--- src/rtl/core/sbf_sqrt_cell.sv ---
// one result bit of the pipelined restoring square root
`timescale 1ns / 1ps
module sbf_sqrt_cell #(
	parameter int SW  = 66,
	parameter int LW  = 33,
	parameter int PW  = 102,
	parameter int BIT = 0
) (
	input  logic          clk,
	input  logic          arst_n,
	input  logic          en,
	input  logic          v_in,
	input  logic [SW-1:0] rem_in,
	input  logic [LW-1:0] root_in,
	input  logic [PW-1:0] pay_in,
	output logic          v_out,
	output logic [SW-1:0] rem_out,
	output logic [LW-1:0] root_out,
	output logic [PW-1:0] pay_out
);
	logic [SW:0] trial;
	logic        take;

	// (r + 2^b)^2 - r^2
	assign trial = ((SW+1)'(root_in) << (BIT + 1)) + ((SW+1)'(1) << (2 * BIT));
	assign take  = ({1'b0, rem_in} >= trial);

	always_ff @(posedge clk or negedge arst_n) begin
		if (!arst_n) begin
			v_out <= 1'b0;
		end else if (en) begin
			v_out <= v_in;
		end
	end

	always_ff @(posedge clk) begin
		if (en) begin
			rem_out  <= take ? (rem_in - trial[SW-1:0]) : rem_in;
			root_out <= take ? (root_in | (LW'(1) << BIT)) : root_in;
			pay_out  <= pay_in;
		end
	end
endmodule

--- config.mk ---
export PLATFORM = sky130hd
export DESIGN_NAME = sbf_sqrt_cell
export DESIGN_NICKNAME = d
export VERILOG_FILES = /design/src/rtl/core/sbf_sqrt_cell.sv
export SDC_FILE = /design/constraint.sdc
export NUM_CORES = 1
export LEC_CHECK = 0
export BUFFER_PORTS_ARGS = -buffer_cell sky130_fd_sc_hd__buf_2
export CAP_MARGIN = 10
export CELL_PAD_IN_SITES_DETAIL_PLACEMENT = 1
export CELL_PAD_IN_SITES_GLOBAL_PLACEMENT = 2
export CORE_AREA = 2 2 153 215
export CTS_CLUSTER_DIAMETER = 60
export DETAILED_ROUTE_END_ITERATION = 7
export DIE_AREA = 0 0 155 217
export PLACE_DENSITY_LB_ADDON = 0.1
export SYNTH_ARGS = -nofsm -noshare
export SYNTH_HDL_FRONTEND = slang
export SYNTH_SLANG_ARGS = --single-unit
--- constraint.sdc ---
create_clock -name clk -period 1.26 [get_ports clk]
set_clock_uncertainty 0.2 [all_clocks]
set_input_delay 0.252 -clock clk [delete_from_list [all_inputs] [get_ports clk]]
set_output_delay 0.252 -clock clk [all_outputs]
set_load 0.01 [all_outputs]
# After elaboration in Yosys (flattened, before gate mapping)
# Cells that the tools add are included.
# Widths: inputs -> output; s select.
dict set report classes {
  add_sub_neg 2
  mux 1
  magnitude_cmp 1
}
# op count
set op_table {}
lappend op_table {{$ge 66x35->1} 1}
lappend op_table {{$mux 66} 1}
lappend op_table {{$sub 66x35->66} 1}
lappend op_table {{$add 34x1->35 const B} 1}
dict set report totals {
  ff_bits 202
  wordCells 9
}

# Logic depth before layout (Yosys ltp)
dict set report depth {
  depth_word 3
  mapped_depth 12
}

# Least setup slack after synthesis
# Ideal clock, no wire load.
dict set report synth_path {
  path_type {input to register}
  from {input rem_in[54]}
  to {register rem_out[27] (data pin)}
  setup_ps 260
  path_slack_ps -2036
  arrival_time_ps 2836
  n_path_buf 1
  stages 8
  cell_sequence {or4_4 -> or3_4 -> or4_4 -> nor4_4 -> o311ai_4 -> nor2_4 -> buf_2 -> mux2_2}
}
dict set report synth_via {
  elab_chain_cells 2
}
# item line_no
set synth_rtl {}
lappend synth_rtl {{from (decl)} 13} ;# input logic [SW-1:0] rem_in,
lappend synth_rtl {{$ge 66x35->1} 26} ;# assign take = ({1'b0, rem_in} >= trial);
lappend synth_rtl {{$mux 66} 38} ;# rem_out <= take ? (rem_in - trial[SW-1:0]) : rem_in;
lappend synth_rtl {{to (signal assigned)} 38}
lappend synth_rtl {{to (decl)} 17} ;# output logic [SW-1:0] rem_out,
# No other way between the ends.
# A chain may end at the register's enable or synchronous reset.

# Final worst setup path
# Ends and elaborated chain as after synthesis.

==> impl_metrics.env <==
export IMPL_status="finished, violations left"
export IMPL_failed_checks="setup timing"
export IMPL_fin_nets=1852
export IMPL_pre_cts_slack_ps=-2230
export IMPL_route_detailed_drc=0
export IMPL_fin_crit_ps=2840
export IMPL_synthTopCellsByArea="edfxtp_1 (64%), ha_1 (4.5%), xor2_1 (3.4%)"
export IMPL_antenna_found_initial=2
export IMPL_synth_fp_nets=983
export IMPL_grt_first_pass_wirelength_um=56500
export IMPL_cp_num_buf_inv=3
export IMPL_synth_top_cells_by_count="edfxtp_1 (201), nand2_1 (77), o21ai_0 (57)"
export IMPL_cts_tree="yes"
export IMPL_path_cells="buf_6, or4_4, or3_4, or4_4, nor4_4, o311ai_4, buf_12, nor2_4, buf_6, mux2_2"
export IMPL_clockBufferDepth=3
export IMPL_initial_core_util_pct=29.5
export IMPL_core_area_mm2=0.0319
export IMPL_synth_seq_cells=202
export IMPL_grt_start_max_net_pins=47
export IMPL_ys_seq_area_share_pct=64.3
export IMPL_async_flop_share_pct=0.495
export IMPL_yosys_warnings=0
export IMPL_gp_congestion=0.821
export IMPL_cap_violations=0
export IMPL_required_ps=1330
export IMPL_port_buffers=406
export IMPL_overflow=0
export IMPL_tightest_slew_ps=495
export IMPL_first_iter_violations=252
export IMPL_dieArea_mm2=0.0336
export IMPL_worst_path_max_fanout=3
export IMPL_io_pins=407
export IMPL_via_count=9374
export IMPL_finalSetupViolations=269
export IMPL_synth_edf_count=201
export IMPL_grt_pass1_vias=10300
export IMPL_routedWlPerCell_um=18.7
export IMPL_antenna_left=0
export IMPL_relSlewSlack_pct=66.6
export IMPL_path_clk_slew_ps=60
export IMPL_cp_end_kind="register"
export IMPL_cp_start_kind="input pin"
export IMPL_syn_to_final_growth_pct=84.1
export IMPL_worstPathArrival_ps=2910
export IMPL_die_h_um=217
export IMPL_synth_most_common_cell="edfxtp_1"
export IMPL_htree_levels=1
export IMPL_rows=78
export IMPL_critPathSlowestCell="or4_4"
export IMPL_tns_ps=-146410
export IMPL_cellLeakagePower_nw=7.54
export IMPL_ys_types=60
export IMPL_root_buffer="clkbuf_16"
export IMPL_cts_sinks=202
export IMPL_cpPeakStageDelay_ps=540
export IMPL_drive_gt1_share_pct=47.0
export IMPL_drtPass1Iterations=4
export IMPL_insertion_delay_ps=520
export IMPL_critical_path_top_delay_family="simple AND/OR/NAND/NOR gates"
export IMPL_fin_ws_ps=-1580
export IMPL_synth_area_per_cell_um2=12.7
export IMPL_grt_setup_unrepaired="yes"
export IMPL_syn_inst=743
export IMPL_synth_top_area_share_pct=64.0
export IMPL_cts_inserted_buffers=24
export IMPL_max_freq_mhz=352
export IMPL_viasPerCell=4.61
export IMPL_dp_hpwl_um=27200
export IMPL_drt_total_wl_um=38000
export IMPL_finalCritPeriodShare_pct=225
export IMPL_hp_class="in2reg"
export IMPL_crit_type="in2reg"
export IMPL_die_x_um=155
export IMPL_powerDensity_mw_per_mm2=1130
export IMPL_track_usage_pct=21.7
export IMPL_drv_slew=0
export IMPL_hold_viol=0
export IMPL_synth_main_ff_cell="edfxtp_1"
export IMPL_netlist_area_mm2=0.00943
export IMPL_peakVddDrop_v=0.000917
export IMPL_synth_top_area_cell="edfxtp_1"
[final cells by class]
class                           count  area [µm²]
Inverter                           40         150
Multi-Input combinational cell    476        3520
Tap cell                          400         500
Antenna cell                        3        7.51
Clock buffer                       30         644
Clock inverter                     13         110
Sequential cell                   202        6060
Fill cell                        3498       14600
Timing Repair Buffer              868        6360
[worst reg2reg max path: cells and delay by family, from the launching register on]
kind                   cells  cell delay, ps
flip-flops                 1             390
multiplexers               1             250
buffers and inverters      1             140
[layout by cell type, fill, tap and decap left out, drive strengths merged, types with 16 or more instances in the layout]
| cell type | synthesis | routed |
|---|---|---|
| xor2 | 37 | 37 |
| inv | 40 | 41 |
| buf | 6 | 665 |
| a21oi | 43 | 43 |
| dlygate4sd3 | 0 | 200 |
| o21ai | 58 | 58 |
| nor3 | 27 | 27 |
| nor2 | 35 | 35 |
| nand2 | 77 | 77 |
| nor4 | 16 | 16 |
| xnor2 | 26 | 26 |
| clkbuf | 19 | 32 |
| edfxtp | 201 | 201 |
| ha | 34 | 34 |
[metrics by stage]
stage / area, µm² / cells / total power (W) / utilization (%) / hold slack (ps)
detailed placement: 13900 / 1767 / 0.0123 / 43.5 / -156
floorplan: 9510 / 743 / 0.00989 / - / -244
CTS: 17100 / 2021 / 0.0197 / 53.6 / 0.678
global route: 17400 / 2031 / 0.0204 / 54.4 / 2.50
finish: 17400 / 2032 / 0.0196 / 54.4 / 6.66
global placement: 13900 / 1767 / 0.0122 / 43.5 / -156
[kinds of logic after synthesis]
kind of cell	after synthesis	share of synthesized area [%]
simple gates	227	12.4
flops	202	64.3
compound gates	148	9.61
buf+inv	65	2.73
xor+xnor	63	5.85
fa+ha+maj	35	4.72
mux	3	0.358
[power breakdown]
part           total [W]  leakage, nW  switching, W  internal, W
Clock            0.00672        0.368       0.00287      0.00386
Sequential       0.00832         1.98      0.000176      0.00815
Combinational    0.00454         5.19       0.00219      0.00235
Total             0.0196         7.54       0.00523       0.0144
[metal layers]
layer | part of all wire, % | global-route usage (%) | vias up
li1 | - | - | 4512
met1 | 36 | 23.1 | 4528
met2 | 57 | 43.0 | 272
met3 | 4.5 | 3.25 | 62
met4 | 2.7 | 6.88 | 0
met5 | 0 | 0 | -
[sequential cells by signal, indices dropped and copies added, names as in the netlist]
signal    flops
pay_out     102
root_out     33
rem_out      66
v_out         1
[repair_timing]
action / in CTS / in global routing
setup buffers: 8 / 7
pin swaps: 20 / 15
gates cloned: 3 / 1
gates resized for setup: 75 / 35
endpoints found under the hold margin: 205 / 1
hold buffers: 200 / 1
setup endpoints to repair: 269 / 301
[worst paths after layout]
kind                                         from                    end  slack, ps  cells past startpoint
worst max-delay path                   rem_in[54]  rem_out[27]$_DFFE_PP_      -1580                     10
worst min-delay path                           en   pay_out[8]$_DFFE_PP_          7                      2
worst max register to register  v_out$_DFFE_PN0P_      v_out$_DFFE_PN0P_        180                      2
worst min register to register  v_out$_DFFE_PN0P_      v_out$_DFFE_PN0P_        430                      2
max in group asynchronous                  arst_n      v_out$_DFFE_PN0P_        340                      3
min in group asynchronous                  arst_n      v_out$_DFFE_PN0P_        400                      3
(Power assumes the default switching activity.)
