--- config.mk ---
export PLATFORM = sky130hd
export DESIGN_NAME = sbf_div_cell
export DESIGN_NICKNAME = d
export VERILOG_FILES = /design/src/rtl/core/sbf_div_cell.sv
export SDC_FILE = /design/constraint.sdc
export NUM_CORES = 1
export LEC_CHECK = 0
export ABC_CLOCK_PERIOD_IN_PS = 1000
export CORE_AREA = 2 2 260 262
export CTS_CLUSTER_SIZE = 8
export DETAILED_ROUTE_END_ITERATION = 10
export DIE_AREA = 0 0 262 264
export DONT_BUFFER_PORTS = 1
export GPL_TIMING_DRIVEN = 0
export HOLD_SLACK_MARGIN = 0.08
export PLACE_DENSITY = 0.5
export SLEW_MARGIN = 10
export SYNTH_ARGS = -nofsm -noshare
export SYNTH_HDL_FRONTEND = slang
export SYNTH_SLANG_ARGS = --single-unit
--- constraint.sdc ---
create_clock -name clk -period 1 [get_ports clk]
set_input_delay 0.2 -clock clk [delete_from_list [all_inputs] [get_ports clk]]
set_output_delay 0.2 -clock clk [all_outputs]
set_load 0.1 [all_outputs]
--- src/rtl/core/sbf_div_cell.sv ---
// one quotient bit for the three axis divisions
`timescale 1ns / 1ps
module sbf_div_cell #(
	parameter int LW  = 33,
	parameter int RW  = 66,
	parameter int QW  = 33,
	parameter int BIT = 0
) (
	input  logic                 clk,
	input  logic                 arst_n,
	input  logic                 en,
	input  logic                 v_in,
	input  logic [LW-1:0]        len_in,
	input  logic [3:0]           flg_in,
	input  logic [2:0][RW-1:0]   rem_in,
	input  logic [2:0][QW-1:0]   q_in,
	output logic                 v_out,
	output logic [LW-1:0]        len_out,
	output logic [3:0]           flg_out,
	output logic [2:0][RW-1:0]   rem_out,
	output logic [2:0][QW-1:0]   q_out
);
	logic [RW-1:0] dsub;

	assign dsub = RW'(len_in) << BIT;

	always_ff @(posedge clk or negedge arst_n) begin
		if (!arst_n) begin
			v_out <= 1'b0;
		end else if (en) begin
			v_out <= v_in;
		end
	end

	always_ff @(posedge clk) begin
		if (en) begin
			len_out <= len_in;
			flg_out <= flg_in;
			for (int i = 0; i < 3; i++) begin
				if (rem_in[i] >= dsub) begin
					rem_out[i] <= rem_in[i] - dsub;
					q_out[i]   <= q_in[i] | (QW'(1) << BIT);
				end else begin
					rem_out[i] <= rem_in[i];
					q_out[i]   <= q_in[i];
				end
			end
		end
	end
endmodule

# == After elaboration in Yosys (flattened, before gate mapping) ==
# Cells that the tools add are included.
# totals
word_cells,21
input_bits,338
out_inout_bits,335
ff_bits,335
# classes
n_addsub,3
mux,3
magnitude_cmp,3
# op_table
operator,count
66-bit by 33-bit >= comparator with 1-bit output,3
66-bit 2-to-1 mux,3
66-bit by 33-bit subtractor with 66-bit output,3

# == Longest topological paths before layout ==
# Gate-level depths: netlist of run 1.
# logic_depth
word_depth,2
depth_mapped,13
mapped_depth_nobuf,12

# == Least setup slack after synthesis of run 1 ==
# No wires, ideal clock.
# synth_path
path_type,in2reg
start,input rem_in[132] (netlist name)
end,register rem_out[160] (netlist name) (data pin)
n_path_buf,1
required_ns,0.740
stages,12
t_arrival_ns,3.047
setup_time_ns,0.260
setup_slack_ns,-2.307
cell_sequence,inv_1 > ha_1 > inv_1 > fa_1 > a211oi_1 > o21ai_0 > a2111oi_0 > nor2_1 > a211o_1 > a21oi_2 > buf_2 > mux2_2
# synth_between
elab_chain_cells,2
word_cells_on_any_way,3
classes_between,add/sub (1); order compare (1); mux (1)
# synth_lines
item,line,source
from (decl),15,"input logic [2:0][RW-1:0] rem_in,"
66-bit by 33-bit subtractor with 66-bit output / 66-bit by 33-bit >= comparator with 1-bit output (equally long branches),"41, 40",
66-bit 2-to-1 mux *,40,if (rem_in[i] >= dsub) begin
"to (signal, indexed assignment)",41,rem_out[i] <= rem_in[i] - dsub;
"to (signal, indexed assignment)",44,rem_out[i] <= rem_in[i];
to (decl),20,"output logic [2:0][RW-1:0] rem_out,"
# Mark *: on every way between the ends. The rest lies on a longest branch, timed or not.
# A chain may end at the register's enable or synchronous reset.

# == Worst setup path after layout of run 1 ==
# layout_path
start,input len_in[8]
end,register rem_out[175] (netlist name) (data pin)
# layout_between
elab_chain_cells,2
word_cells_on_any_way,3
classes_between,add/sub (1); order compare (1); mux (1)
# layout_lines
item,line,source
from (decl),13,"input logic [LW-1:0] len_in,"
66-bit by 33-bit subtractor with 66-bit output / 66-bit by 33-bit >= comparator with 1-bit output (equally long branches),"41, 40",
66-bit 2-to-1 mux *,40,
# Marked as above.

==> flow_metrics.env, run 1 <==
export IMPL_status="complete, but fails checks"
export IMPL_violations="hold timing, setup timing"
export IMPL_cp_end_kind="register"
export IMPL_crit_slowest_cell="nor4_4"
export IMPL_tns_ps=-542060
export IMPL_dp_cells=2726
export IMPL_fin_ws_ps=-1586
export IMPL_grt_start_max_net_pins=336
export IMPL_syn_avg_cell_area_um2=10.57
export IMPL_worst_clock_skew_ps=0
export IMPL_maxCapViolCount=0
export IMPL_place_area_um2=21220
export IMPL_tightest_slew_ps=1335
export IMPL_first_pass_iters=5
export IMPL_crit_required_ps=1320
export IMPL_pin_count=673
export IMPL_cp_max_fo=6
export IMPL_post_synth_top_count_cell="edfxtp_1"
export IMPL_critPathBufInv=3
export IMPL_hpwl_mm=63.02
export IMPL_holdWs_ps=-284.0
export IMPL_path_clk_slew_ps=50
export IMPL_crit_chain="clkinvlp_4 -> ha_4 -> nand4_1 -> nor4_4 -> nand4_1 -> and4b_2 -> a21oi_4 -> a21oi_4 -> buf_12 -> buf_4 -> nor4_2 -> xor2_1"
export IMPL_hold_viol=87
export IMPL_synthFlopType="edfxtp_1"
export IMPL_synth_common_cells="334 x edfxtp_1, 185 x nand2_1, 136 x a21oi_1, 124 x o21ai_0, 117 x nor2_1"
export IMPL_rrSetupSlack_ps=-50
export IMPL_peakVddDrop_v=0.001483
export IMPL_powerDensity_nw_per_um2=1794
export IMPL_syn_nets=2293
export IMPL_final_layout_size_suffix_gt1_share_pct=27.87
export IMPL_crit_arrival_ps=2900
export IMPL_power_uw=53820
export IMPL_placementRows=95
export IMPL_cts_path_max_buffers=3
export IMPL_r2r_end="v_out"
export IMPL_nets=2748
export IMPL_core_um2=66560
export IMPL_hold_depth=0
export IMPL_ys_seq_elements=335
export IMPL_wl_mm=90.99
export IMPL_clock_fmax_mhz=386.6
export IMPL_slew_viol_final=0
export IMPL_insertion_delay_ps=580
export IMPL_drc=0
export IMPL_grt_total_usage_pct=24.08
export IMPL_port_buffers=0
export IMPL_max_slew_margin_pct=11.02
export IMPL_h_tree_depth=2
export IMPL_r2r_cells=1
export IMPL_synth_top_area_share_pct=51.21
export IMPL_power_leakage_uw=0.01054
export IMPL_final_area_um2=30000
export IMPL_synth_edf_count=334
export IMPL_yosysWarnings=0
export IMPL_vias=17660
export IMPL_numCtsBuffers=50
export IMPL_layout_min_cycle_time_ps=2586
export IMPL_grt_pass1_vias=17380
export IMPL_start_kind="primary input"
export IMPL_die_y_um=264
export IMPL_synth_async_reset_ratio_pct=0.2985
export IMPL_ant_nets=0
export IMPL_critPathKind="in -> reg"
export IMPL_antenna_found_initial=1
export IMPL_start_util_pct=29.42
export IMPL_hold_path_end="len_out[0]"
export IMPL_hp_class="in -> reg"
export IMPL_yosysUniqueCellTypes=72
export IMPL_rsz0062_at_grt="true"
export IMPL_viasPerCell=5.512
export IMPL_die_area_um2=69170
export IMPL_synthTopCellsByArea="edfxtp_1 51%, ha_1 6.3%, xor2_1 4.6%, nand2_1 3.5%, a21oi_1 3.5%"
export IMPL_synth_top_cell_by_area="edfxtp_1"
export IMPL_setup_viol=537
export IMPL_area_delta_synth_final_pct=53.17
export IMPL_ys_seq_area_share_pct=51.34
export IMPL_fin_crit_sh_pct=258.6
export IMPL_grt_overflow=0
export IMPL_fp_dieW_um=262
export IMPL_wire_per_inst_um=28.40
export IMPL_netlist_area_um2=19580
export IMPL_cts_tree="yes"
export IMPL_slowest_delay_ps=430
export IMPL_place_gp_congestion=0.9238
export IMPL_syn_inst=1853
export IMPL_timing_hold_worst_start="len_in[0]"
export IMPL_cpLargestDelayFamily="simple AND/OR/NAND/NOR gates"
export IMPL_final_cell_count_no_fill=3204
export IMPL_reg2reg_from="v_out"
export IMPL_cts_sinks=335
export IMPL_drt_initial_drc_count=1355
export IMPL_grt_pass1_wl_mm=121.2
export IMPL_cts_root_buf="clkbuf_16"
==> kinds of logic (layout without fill, tap and decap cells) <==
logic type / Yosys count / count (layout) / share of synthesized area (%)
other cells: 0 / 2 / 0
simple gates: 654 / 655 / 16.95
mux: 9 / 9 / 0.4983
fa+ha+maj: 102 / 102 / 6.632
compound gates: 439 / 440 / 13.84
flops: 335 / 335 / 51.34
buf+inv: 134 / 608 / 2.690
xor+xnor: 180 / 180 / 8.050
==> final cells by class <==
type,count,area [um^2]
antenna,2,5.005
timing repair buffer,440,4687
sequential,335,10060
tap,873,1092
clock inverter,9,118.9
inverter,58,339.1
clock buffer,64,1314
fill,6115,36570
buffer,37,538.0
multi-input combinational,1386,11840
==> registers in the layout, summed over array words and instances, names as in the netlist <==
| register | flops |
|---|---|
| rem_out | 198 |
| q_out | 99 |
| len_out | 33 |
| flg_out | 4 |
| v_out | 1 |
==> routing by layer <==
metal  wire [um]  global-route usage, %  vias to the layer above
li1            -                      -                     7878
met1       33870                  27.63                     8769
met2       45620                  42.07                      815
met3        6411                  5.498                      198
met4        5076                  11.38                        0
met5           0                      0                        -
==> cell usage in the layout (no fill, tap or decap), types with 34 or more instances in the layout <==
master           n
clkbuf_16       67
xnor2_1         72
o21ai_0         63
ha_1            35
nand3_1         34
a21o_1          49
a21oi_1        107
ha_4            50
nor2_1          78
buf_4           64
o21ai_2         38
dlygate4sd3_1  310
nand2_1        141
nand4_1         42
edfxtp_1       334
xor2_1         100
==> how the worst max path moves through the flow <==
stage	start	endpoint	slack [ps]	cells after the start
after global placement	len_in[1]	rem_out[149]	-3250	10
after CTS	len_in[1]	rem_out[174]	-1570	11
after global routing	len_in[9]	rem_out[175]	-1650	12
after floorplan	rem_in[132]	rem_out[160]	-2080	12
final	len_in[8]	rem_out[175]	-1590	12
after detailed placement	len_in[1]	rem_out[149]	-3330	10
==> power breakdown <==
| part | total, uW | internal [uW] | switching [uW] | leakage [uW] |
|---|---|---|---|---|
| combinational | 8790 | 4150 | 4640 | 0.00656 |
| sequential | 29100 | 17500 | 11600 | 0.00328 |
| clock | 16000 | 9590 | 6370 | 0.000699 |
==> what timing repair did <==
| action | in CTS | in global routing |
|---|---|---|
| endpoints found under the setup margin | 537 | 537 |
| pin swaps | 40 | 94 |
| endpoints found under the hold margin | 666 | 132 |
| resized for setup | 241 | 430 |
| setup buffers | 46 | 66 |
| hold buffers | 287 | 23 |
| gates cloned | 3 | 17 |
==> per-stage QoR <==
step | util (%) | worst slack [ps] | hold slack, ps
final | 45.06 | -1586 | -284.0
after global routing | 45.06 | -1655 | -310.1
after floorplan | - | -2084 | -95.57
after detailed placement | 31.88 | -3327 | -95.49
after CTS | 40.53 | -1573 | -320.1
after global placement | 31.88 | -3247 | -95.49
Power figures use the tool's default switching activity.
==> inputs of run 2 (changes only) <==
--- a/config.mk
+++ b/config.mk
@@ -13,8 +13,6 @@
 export DONT_BUFFER_PORTS = 1
 export GPL_TIMING_DRIVEN = 0
 export HOLD_SLACK_MARGIN = 0.08
-export PLACE_DENSITY = 0.5
-export SLEW_MARGIN = 10
 export SYNTH_ARGS = -nofsm -noshare
 export SYNTH_HDL_FRONTEND = slang
 export SYNTH_SLANG_ARGS = --single-unit
==> flow_metrics.env, run 2 (same netlist as run 1, synthesis figures left out) <==
export IMPL_drt_initial_drc_count=1502
export IMPL_drc=0
export IMPL_cts_tree="yes"
export IMPL_pin_count=673
export IMPL_final_area_um2=30370
export IMPL_port_buffers=0
export IMPL_nFillCells=5924
export IMPL_multiInputGateArea_um2=11810
export IMPL_largest_register_ffs=198
export IMPL_reg_top3="rem_out x198, q_out x99, len_out x33"
export IMPL_utilization_pct=45.62
export IMPL_pre_cts_ws_ps=-3129
export IMPL_final_layout_size_suffix_gt1_share_pct=27.77
export IMPL_rsz0062_at_grt="true"
export IMPL_grt_pass1_vias=17490
export IMPL_tightest_slew_ps=1202
export IMPL_peakVddDrop_v=0.001165
export IMPL_start_kind="primary input"
export IMPL_crit_top_cell="buf_12"
export IMPL_hp_class="in -> reg"
export IMPL_powerDensity_nw_per_um2=1765
export IMPL_holdWs_ps=-286.0
export IMPL_fin_crit_sh_pct=258.0
export IMPL_nets=2781
export IMPL_area_delta_synth_final_pct=55.07
export IMPL_fin_ws_ps=-1580
export IMPL_slowest_delay_ps=410
export IMPL_critPathKind="in -> reg"
export IMPL_die_area_um2=69170
export IMPL_grt_overflow=0
export IMPL_die_y_um=264
export IMPL_crit_arrival_ps=2910
export IMPL_final_common_cell="edfxtp_1"
export IMPL_insertion_delay_ps=570
export IMPL_crit_chain="clkinvlp_4 -> buf_12 -> fa_2 -> a211oi_2 -> o21ai_2 -> a2111oi_4 -> nor2_4 -> a211o_4 -> a21oi_4 -> buf_12 -> buf_12 -> mux2_4"
export IMPL_cp_end_kind="register"
export IMPL_maxCapViolCount=0
export IMPL_start_util_pct=29.42
export IMPL_cts_root_buf="clkbuf_16"
export IMPL_slew_viol_final=0
export IMPL_regArea_um2=10060
export IMPL_h_tree_depth=2
export IMPL_cts_sinks=335
export IMPL_cpLargestDelayFamily="compound AO/OA/AOI/OAI gates"
export IMPL_grt_pass1_wl_mm=121.0
export IMPL_setup_viol=537
export IMPL_max_slew_margin_pct=20.03
export IMPL_hold_viol=70
export IMPL_wl_mm=90.88
export IMPL_placementRows=95
export IMPL_crit_slowest_cell="a211o_4"
export IMPL_cts_path_max_buffers=3
export IMPL_cp_max_fo=5
export IMPL_grt_start_max_net_pins=336
export IMPL_viasPerCell=5.546
export IMPL_hpwl_mm=62.87
export IMPL_fp_dieW_um=262
export IMPL_critPathBufInv=4
export IMPL_layout_min_cycle_time_ps=2580
export IMPL_status="complete, but fails checks"
export IMPL_crit_required_ps=1330
export IMPL_ant_nets=0
export IMPL_path_clk_slew_ps=60
export IMPL_first_pass_iters=6
export IMPL_final_cell_mix="334 x edfxtp_1, 312 x dlygate4sd3_1, 161 x nand2_1, 108 x a21oi_1, 102 x xor2_1"
export IMPL_regMostFlops="rem_out"
export IMPL_numCtsBuffers=49
export IMPL_antenna_found_initial=4
export IMPL_power_uw=53610
export IMPL_place_area_um2=21220
export IMPL_vias=17950
export IMPL_place_gp_congestion=0.9234
export IMPL_core_um2=66560
export IMPL_power_leakage_uw=0.01059
export IMPL_grt_total_usage_pct=23.95
export IMPL_violations="hold timing, setup timing"
export IMPL_worst_clock_skew_ps=0
export IMPL_clock_fmax_mhz=387.6
export IMPL_wire_per_inst_um=28.08
run 2: cell types whose count changed in the layout (fill, tap and decap cells not counted), moves of 8 or more:
cell	change
buf_4	+15
a21oi_2	-8
nand2_1	+20
o21ai_1	+24
buf_8	+11
nand2_4	-12
o21ai_0	-13
run 2: cell type report:
cell class | count | area share, %
sequential | 335 | 33.12
multi-input combinational | 1384 | 38.89
clock inverter | 6 | 0.2596
buffer | 37 | 1.664
timing repair buffer | 476 | 17.02
inverter | 58 | 1.112
tap | 873 | 3.597
antenna | 2 | 0.01648
clock buffer | 66 | 4.318
run 2: path summary, 6_finish.rpt:
path                       cells after the start  slack, ps            to      start
max                                           12      -1580  rem_out[160]  len_in[1]
min                                            0       -290    len_out[0]  len_in[0]
max reg2reg                                    1        -40         v_out      v_out
min reg2reg                                    1        850         v_out      v_out
max in group asynchronous                      2        500         v_out     arst_n
min in group asynchronous                      2        380         v_out     arst_n
run 2: per-stage QoR:
stage          TNS (ps)  instances
3_5_place_dp    -567800       2726
5_1_grt         -560510       3237
3_3_place_gp    -567680       2726
2_1_floorplan   -392730       1853
6_report        -537580       3237
4_1_cts         -534640       3125
run 2: where the power goes:
part	switching [uW]	internal, uW
registers	11700	17500
clock network	6200	9270
logic	4740	4290
total	22600	31000
run 2: layer usage:
layer	up-vias	GRT usage [%]	share of wire, %
met5	-	0	0
met4	0	13.28	7.1
met3	259	5.872	8.3
met2	1010	40.80	48
met1	8734	27.32	37
li1	7949	-	-
run 2: what timing repair did:
action | CTS | global route
setup buffers | 74 | 73
hold buffers | 279 | 33
pin swaps | 80 | 121
gates cloned | 8 | 12
setup endpoints to repair | 537 | 537
resized for setup | 349 | 326
hold endpoints to repair | 666 | 327
